[config.mk]
export PLATFORM = sky130hd
export DESIGN_NAME = shell_word_tokenizer_unit
export DESIGN_NICKNAME = d
export VERILOG_FILES = /design/src/rtl/swt_pkg.sv /design/src/rtl/swt_step.sv /design/src/rtl/shell_word_tokenizer_unit.sv
export VERILOG_INCLUDE_DIRS = /design/src /design/src/rtl
export SDC_FILE = /design/constraint.sdc
export NUM_CORES = 1
export LEC_CHECK = 0
export ABC_AREA = 1
export BUFFER_PORTS_ARGS = -buffer_cell sky130_fd_sc_hd__buf_2
export CAP_MARGIN = 20
export CORE_AREA = 2 2 145 147
export DETAILED_ROUTE_END_ITERATION = 6
export DIE_AREA = 0 0 147 149
export SYNTH_ARGS = -nofsm -noshare
export SYNTH_HDL_FRONTEND = slang
export SYNTH_HIERARCHICAL = 1
export SYNTH_SLANG_ARGS = --single-unit
[constraint.sdc]
create_clock -name clk -period 12.4 [get_ports clk]
set_input_delay 2.48 -clock clk [delete_from_list [all_inputs] [get_ports clk]]
set_output_delay 2.48 -clock clk [all_outputs]
set_load 0.1 [all_outputs]
[src/rtl/shell_word_tokenizer_unit_assert.svh]
// Assertion macros shared by the shell word tokenizer RTL.
// Expects clk and rst_n in the scope where a macro is used.
`ifndef SHELL_WORD_TOKENIZER_UNIT_ASSERT_SVH
`define SHELL_WORD_TOKENIZER_UNIT_ASSERT_SVH

// expr must hold at every clock edge out of reset
`define SWT_ASSERT_ALWAYS(name, expr, msg) \
    name: assert property (@(posedge clk) disable iff (!rst_n) (expr)) else $error(msg);

// cons must hold in the cycle after ante
`define SWT_ASSERT_NEXT(name, ante, cons, msg) \
    name: assert property (@(posedge clk) disable iff (!rst_n) (ante) |=> (cons)) \
        else $error(msg);

`endif

[src/rtl/swt_pkg.sv]
// Types and constants for the shell word tokenizer.
// No dependencies; used by swt_step and shell_word_tokenizer_unit.
`default_nettype none

package swt_pkg;

    localparam int MAX_RESULTS = 3;

    // character codes
    localparam logic [7:0] CH_SPACE   = 8'h20;
    localparam logic [7:0] CH_TAB     = 8'h09;
    localparam logic [7:0] CH_NL      = 8'h0A;
    localparam logic [7:0] CH_DQUOTE  = 8'h22;
    localparam logic [7:0] CH_SQUOTE  = 8'h27;
    localparam logic [7:0] CH_BSLASH  = 8'h5C;
    localparam logic [7:0] CH_DOLLAR  = 8'h24;
    localparam logic [7:0] CH_BTICK   = 8'h60;

    typedef enum logic [1:0] {
        KIND_BYTE  = 2'd0,
        KIND_END   = 2'd1,
        KIND_DONE  = 2'd2,
        KIND_ERROR = 2'd3
    } kind_t;

    typedef enum logic [1:0] {
        ERR_NONE         = 2'd0,
        ERR_TRAIL_BSLASH = 2'd1,
        ERR_UNTERM_QUOTE = 2'd2,
        ERR_EMPTY_ARGS   = 2'd3
    } err_t;

    typedef enum logic [1:0] {
        MODE_PLAIN  = 2'd0,
        MODE_DOUBLE = 2'd1,
        MODE_SINGLE = 2'd2
    } mode_t;

    typedef struct packed {
        mode_t mode;
        logic  escape_pending;
        logic  token_open;
        logic  any_token_seen;
    } tok_state_t;

    typedef struct packed {
        kind_t       kind;
        logic [7:0]  out_byte;
        err_t        error_code;
        logic        last;
    } result_t;

    // all results caused by one input request
    typedef struct packed {
        result_t [MAX_RESULTS-1:0] res;
        logic [1:0]                count;
    } bundle_t;

endpackage

`default_nettype wire

[src/rtl/swt_step.sv]
// Per-byte tokenizer decision: next state and the results of one request.
// Depends on swt_pkg.
`default_nettype none

module swt_step (
    input  swt_pkg::tok_state_t cur_state,
    input  logic [7:0]          data_byte,
    input  logic                byte_present,
    input  logic                end_of_payload,
    output swt_pkg::tok_state_t next_state,
    output swt_pkg::bundle_t    bundle
);
    import swt_pkg::*;

    function automatic result_t make_res(kind_t k, logic [7:0] b, err_t e);
        result_t r;
        r.kind       = k;
        r.out_byte   = b;
        r.error_code = e;
        r.last       = 1'b0;
        return r;
    endfunction

    always_comb
    begin
        tok_state_t                st;
        result_t [MAX_RESULTS-1:0] res;
        logic [1:0]                n;
        logic                      blank;
        logic                      dq_esc;

        st     = cur_state;
        res    = '0;
        n      = 2'd0;
        blank  = (data_byte == CH_SPACE) || (data_byte == CH_TAB) || (data_byte == CH_NL);
        dq_esc = (data_byte == CH_DQUOTE) || (data_byte == CH_BSLASH) ||
                 (data_byte == CH_DOLLAR) || (data_byte == CH_BTICK) || (data_byte == CH_NL);

        // byte handling by quote mode
        if (byte_present)
        begin
            unique case (st.mode)
                MODE_DOUBLE:
                begin
                    if (st.escape_pending)
                    begin
                        st.escape_pending = 1'b0;
                        // unescapable byte keeps its backslash
                        if (!dq_esc)
                        begin
                            res[n] = make_res(KIND_BYTE, CH_BSLASH, ERR_NONE);
                            n      = n + 2'd1;
                        end
                        res[n] = make_res(KIND_BYTE, data_byte, ERR_NONE);
                        n      = n + 2'd1;
                    end
                    else if (data_byte == CH_DQUOTE)
                    begin
                        st.mode = MODE_PLAIN;
                    end
                    else if (data_byte == CH_BSLASH)
                    begin
                        st.escape_pending = 1'b1;
                    end
                    else
                    begin
                        res[n] = make_res(KIND_BYTE, data_byte, ERR_NONE);
                        n      = n + 2'd1;
                    end
                end
                MODE_SINGLE:
                begin
                    if (data_byte == CH_SQUOTE)
                    begin
                        st.mode = MODE_PLAIN;
                    end
                    else
                    begin
                        res[n] = make_res(KIND_BYTE, data_byte, ERR_NONE);
                        n      = n + 2'd1;
                    end
                end
                default:
                begin
                    // unquoted; the unused mode code falls here too
                    st.mode = MODE_PLAIN;
                    if (st.escape_pending)
                    begin
                        st.escape_pending = 1'b0;
                        st.token_open     = 1'b1;
                        res[n] = make_res(KIND_BYTE, data_byte, ERR_NONE);
                        n      = n + 2'd1;
                    end
                    else if (blank)
                    begin
                        if (st.token_open)
                        begin
                            res[n] = make_res(KIND_END, 8'h00, ERR_NONE);
                            n      = n + 2'd1;
                            st.token_open     = 1'b0;
                            st.any_token_seen = 1'b1;
                        end
                    end
                    else if (data_byte == CH_DQUOTE)
                    begin
                        st.mode       = MODE_DOUBLE;
                        st.token_open = 1'b1;
                    end
                    else if (data_byte == CH_SQUOTE)
                    begin
                        st.mode       = MODE_SINGLE;
                        st.token_open = 1'b1;
                    end
                    else if (data_byte == CH_BSLASH)
                    begin
                        st.escape_pending = 1'b1;
                    end
                    else
                    begin
                        res[n] = make_res(KIND_BYTE, data_byte, ERR_NONE);
                        n      = n + 2'd1;
                        st.token_open = 1'b1;
                    end
                end
            endcase
        end

        // end of payload: flush, report, clear
        if (end_of_payload)
        begin
            if ((st.mode == MODE_DOUBLE) || (st.mode == MODE_SINGLE))
            begin
                res[n] = make_res(KIND_ERROR, 8'h00, ERR_UNTERM_QUOTE);
                n      = n + 2'd1;
            end
            else if (st.escape_pending)
            begin
                res[n] = make_res(KIND_ERROR, 8'h00, ERR_TRAIL_BSLASH);
                n      = n + 2'd1;
            end
            else
            begin
                if (st.token_open)
                begin
                    res[n] = make_res(KIND_END, 8'h00, ERR_NONE);
                    n      = n + 2'd1;
                    st.any_token_seen = 1'b1;
                end
                if (st.any_token_seen)
                    res[n] = make_res(KIND_DONE, 8'h00, ERR_NONE);
                else
                    res[n] = make_res(KIND_ERROR, 8'h00, ERR_EMPTY_ARGS);
                n = n + 2'd1;
            end
            st.mode           = MODE_PLAIN;
            st.escape_pending = 1'b0;
            st.token_open     = 1'b0;
            st.any_token_seen = 1'b0;
        end

        // mark the final result of this request
        if (n != 2'd0)
            res[n - 2'd1].last = 1'b1;

        next_state   = st;
        bundle.res   = res;
        bundle.count = n;
    end

endmodule

`default_nettype wire

[src/rtl/shell_word_tokenizer_unit.sv]
// Shell word tokenizer: input register, per-byte decision (swt_step),
// a two-entry result queue and a one-result-per-cycle output serializer, when not stalled.
// A request is held in the input register, then its results are written into the
// result queue once the queue has room; the first result is offered once it is queued.
// Throughput: one request per cycle while each yields at most one result and the output
// is not stalled; results leave at one per cycle, each result of a request in turn.
// Reset (rst_n low, async): tokenizer state unquoted and cleared, queue empty.
`default_nettype none
`include "shell_word_tokenizer_unit_assert.svh"

module shell_word_tokenizer_unit (
    input  logic        clk,
    input  logic        rst_n,
    // slave side
    input  logic        s_axis_tvalid,
    output logic        s_axis_tready,
    input  logic [7:0]  s_axis_tdata,   // [7:0] data_byte
    input  logic        s_axis_tuser,   // [0] byte_present
    input  logic        s_axis_tlast,   // end_of_payload
    // master side
    output logic        m_axis_tvalid,
    input  logic        m_axis_tready,
    output logic [15:0] m_axis_tdata,   // [1:0] kind, [9:2] out_byte, [11:10] error_code
    output logic        m_axis_tlast    // last
);
    import swt_pkg::*;

    localparam int QDepth = 2;

    // input register
    logic       in_valid_reg;
    logic [7:0] in_byte_reg;
    logic       in_present_reg;
    logic       in_eop_reg;

    tok_state_t state_reg;
    tok_state_t state_next;
    bundle_t    step_bundle;

    // result queue
    bundle_t    q_reg [QDepth];
    logic       wr_ptr_reg;
    logic       rd_ptr_reg;
    logic [1:0] q_count_reg;
    logic [1:0] sub_reg;

    logic    room;
    logic    advance;
    logic    push;
    logic    pop;
    logic    out_fire;
    bundle_t head;
    result_t head_res;

    swt_step u_step (
        .cur_state      (state_reg),
        .data_byte      (in_byte_reg),
        .byte_present   (in_present_reg),
        .end_of_payload (in_eop_reg),
        .next_state     (state_next),
        .bundle         (step_bundle)
    );

    assign room          = (q_count_reg != 2'(QDepth));
    assign advance       = in_valid_reg && room;
    assign push          = advance && (step_bundle.count != 2'd0);
    assign s_axis_tready = !in_valid_reg || room;

    // output side
    assign head          = q_reg[rd_ptr_reg];
    assign head_res      = head.res[sub_reg];
    assign m_axis_tvalid = (q_count_reg != 2'd0);
    assign m_axis_tdata  = {4'b0000, head_res.error_code, head_res.out_byte, head_res.kind};
    assign m_axis_tlast  = head_res.last;
    assign out_fire      = m_axis_tvalid && m_axis_tready;
    assign pop           = out_fire && (sub_reg == (head.count - 2'd1));

    // input register and tokenizer state
    always_ff @(posedge clk or negedge rst_n)
    begin
        if (!rst_n)
        begin
            in_valid_reg <= 1'b0;
            state_reg    <= '{mode: MODE_PLAIN, escape_pending: 1'b0,
                              token_open: 1'b0, any_token_seen: 1'b0};
        end
        else
        begin
            if (s_axis_tready)
                in_valid_reg <= s_axis_tvalid;
            if (advance)
                state_reg <= state_next;
        end
    end

    always_ff @(posedge clk)
    begin
        if (s_axis_tready && s_axis_tvalid)
        begin
            in_byte_reg    <= s_axis_tdata;
            in_present_reg <= s_axis_tuser;
            in_eop_reg     <= s_axis_tlast;
        end
        if (push)
            q_reg[wr_ptr_reg] <= step_bundle;
    end

    // queue pointers and serializer position
    always_ff @(posedge clk or negedge rst_n)
    begin
        if (!rst_n)
        begin
            wr_ptr_reg  <= 1'b0;
            rd_ptr_reg  <= 1'b0;
            q_count_reg <= 2'd0;
            sub_reg     <= 2'd0;
        end
        else
        begin
            if (push)
                wr_ptr_reg <= !wr_ptr_reg;
            if (pop)
                rd_ptr_reg <= !rd_ptr_reg;
            unique case ({push, pop})
                2'b10:   q_count_reg <= q_count_reg + 2'd1;
                2'b01:   q_count_reg <= q_count_reg - 2'd1;
                default: q_count_reg <= q_count_reg;
            endcase
            if (pop)
                sub_reg <= 2'd0;
            else if (out_fire)
                sub_reg <= sub_reg + 2'd1;
        end
    end

    // checks
    `SWT_ASSERT_ALWAYS(a_qcount_bound, q_count_reg <= 2'(QDepth), "result queue overfilled")
    `SWT_ASSERT_ALWAYS(a_sub_in_bundle, !m_axis_tvalid || (sub_reg < head.count),
        "serializer index past bundle")
    `SWT_ASSERT_ALWAYS(a_final_is_last,
        !m_axis_tvalid || !((head_res.kind == KIND_DONE) || (head_res.kind == KIND_ERROR))
        || m_axis_tlast, "payload status not marked last")
    `SWT_ASSERT_NEXT(a_eop_clears, advance && in_eop_reg,
        (state_reg.mode == MODE_PLAIN) && !state_reg.escape_pending &&
        !state_reg.token_open && !state_reg.any_token_seen, "state not cleared at payload end")

endmodule

`default_nettype wire

==> flow_metrics.env <==
export IMPL_outcome="complete, no violations"
export IMPL_placement_io_buffers=28
export IMPL_ios=33
export IMPL_dieArea_um2=21900
export IMPL_fp_dieW_um=147
export IMPL_yosysTopAreaCell="edfxtp_1"
export IMPL_post_route_util=0.302
export IMPL_drt_wl_total_um=11700
export IMPL_arrival_ns=2.66
export IMPL_crit_required_ns=9.92
export IMPL_cts_clk_slew_worst_paths_ns=0.08
export IMPL_r2r_end="q_reg[0][33]"
export IMPL_routedWlPerCell_um=12.9
export IMPL_final_hold_viol_count=0
export IMPL_first_pass_iters=5
export IMPL_fp_row_count=53
export IMPL_slew_headroom=0.335
export IMPL_cts_tree="built"
export IMPL_worst_pin_slew_ns=0.993
export IMPL_dp_hpwl_um=8180
export IMPL_synthFlopType="edfxtp_1"
export IMPL_viasPerCell=4.39
export IMPL_met1_usage=0.153
export IMPL_clock_sinks=104
export IMPL_min_from="state_reg[0]"
export IMPL_ff2ff_path_depth=19
export IMPL_cts_setup_buffers=0
export IMPL_rsz0062_at_grt="false"
export IMPL_pwr_density_cell_nw_per_um2=253
export IMPL_reg2reg_slack_ns=8.64
export IMPL_maxSlewViolCount=0
export IMPL_critPathLaunch="sub_reg[0]"
export IMPL_postCtsHoldBufs=0
export IMPL_die_y_um=149
export IMPL_grt_total_usage=0.112
export IMPL_ir_drop_mv=0.0981
export IMPL_drive_gt1_frac=0.179
export IMPL_synth_edf_count=92
export IMPL_tns_ns=0
export IMPL_ys_ff_latch=104
export IMPL_drtIter0Drc=332
export IMPL_path_max_fanout=17
export IMPL_grt_use_met2=0.178
export IMPL_antenna_found_initial=0
export IMPL_clock_skew_ns=0.0107
export IMPL_dp_cells=892
export IMPL_netlist_top_cells_area="edfxtp_1 (50%), nand2_1 (7.9%), nor2_1 (6.3%)"
export IMPL_cts_made_buffers=9
export IMPL_largest_reg_flops=82
export IMPL_critPathBufInv=1
export IMPL_nNetsFinal=648
export IMPL_core_um2=20600
export IMPL_finish_instance_area_um2=6210
export IMPL_critPathCaptureType="output pin"
export IMPL_worst_setup_path_type="reg -> out"
export IMPL_clockRootBuffer="clkbuf_16"
export IMPL_hold_path_class="reg -> reg"
export IMPL_grt_pass1_vias=3773
export IMPL_syn_area_per_cell_um2=9.17
export IMPL_route_detailed_drc=0
export IMPL_total_leakage_power_nw=2.54
export IMPL_fmax_mhz=194
export IMPL_instances_no_fill=908
export IMPL_synthArstFlopShare=0.115
export IMPL_critical_path_top_delay_family="simple AND/OR/NAND/NOR gates"
export IMPL_setup_viol=0
export IMPL_met3_usage=0.0260
export IMPL_grt_busiest_layer="met2"
export IMPL_cts_max_path_buffers=2
export IMPL_startpoint_type="flip-flop"
export IMPL_whs_path_depth=2
export IMPL_postCtsResizedCells=0
export IMPL_whs_endpoint="state_reg[0]"
export IMPL_routabilityCongestion=0.843
export IMPL_maxCapViolCount=0
export IMPL_ys_types=44
export IMPL_diodes=0
export IMPL_overflow=0
export IMPL_yosysTopAreaCellShare=0.496
export IMPL_synthesis_area_um2=5570
export IMPL_yosysWarnings=6
export IMPL_finalCriticalPeriod_ns=5.14
export IMPL_syn_inst=608
export IMPL_syn2layout_area_growth_pct=11.4
export IMPL_period_share=0.415
export IMPL_start_util=0.271
export IMPL_clk_latency_ns=0.36
export IMPL_h_tree_depth=3
export IMPL_yosysMostFrequentCell="nand2_1"
export IMPL_via_count=3985
export IMPL_dpl_cell_area_um2=5900
export IMPL_grt_pass1_wl_um=19200
export IMPL_max_stage_delay_ns=0.85
export IMPL_r2r_start="state_reg[3]"
export IMPL_grt_max_degree=44
export IMPL_critical_path_cell_chain="nor2_1, o21ai_0, o21ai_1, buf_2"
export IMPL_drtAntennaViolNets=0
export IMPL_crit_slowest_cell="nor2_1"
export IMPL_synth_common_cells="nand2_1 (117), nor2_1 (93), edfxtp_1 (92)"
export IMPL_yosysSeqAreaShare=0.549
-- through the flow --
stage                     setup WS, ns  power, mW  hold slack (ns)
after floorplan                   7.72       1.17            0.434
final                             7.26       1.57            0.468
after global placement            7.56       1.30            0.453
after CTS                         7.12       1.59            0.472
after global routing              7.00       1.67            0.540
after detailed placement          7.52       1.30            0.454
-- area by class of cell --
class	count	area, µm²
timing repair buffer	31	163
tap	275	344
sequential	104	3060
clock inverter	7	86.3
multi-input combinational	420	2090
inverter	62	236
fill	2185	14300
clock buffer	9	225
-- worst min-delay path: cells and delay by family, from the launching register on --
kind / cells / cell delay [ns]
flip-flops: 1 / 0.34
AND/OR/NAND/NOR: 2 / 0.10
-- report_power, final --
part | total, mW | switching [mW] | internal (mW)
clock network | 0.287 | 0.143 | 0.145
registers | 0.542 | 0.0508 | 0.492
logic | 0.742 | 0.599 | 0.143
-- worst max-delay path by stage --
stage | endpoint | depth (start not counted)
after CTS | m_axis_tdata[5] | 4
final | m_axis_tdata[5] | 4
after detailed placement | m_axis_tdata[5] | 4
after global placement | m_axis_tdata[5] | 4
after global routing | m_axis_tlast | 4
after floorplan | m_axis_tdata[0] | 4
-- cells in the final DEF, fill, tap and decap left out, drive strengths merged, types with 3 or more instances in the layout --
master	netlist	routed
a211oi	3	3
a21oi	14	14
buf	27	31
clkbuf	5	9
clkinv	2	6
conb	2	12
dfrtp	12	12
edfxtp	92	92
ha	6	6
inv	60	63
nand2	141	141
nand3	36	36
nand4	4	4
nor2	107	107
nor3	3	3
o211ai	3	3
o21ai	66	66
o22ai	13	13
xor2	3	3
-- cells by family after synthesis --
group | synth area share
and+or+nand+nor | 0.240
xor gates and xnor gates | 0.00629
AOI/OAI and AO/OA | 0.104
buffers and inverters | 0.0848
other | 0.00135
DFF | 0.549
adders and majority gates | 0.0135
-- layer usage --
metal / part of all wire / wire length (µm)
met5: 0 / 0
met4: 0.012 / 139
met3: 0.039 / 459
met2: 0.45 / 5280
met1: 0.50 / 5810
No activity file was read; power rests on OpenSTA's default activity.
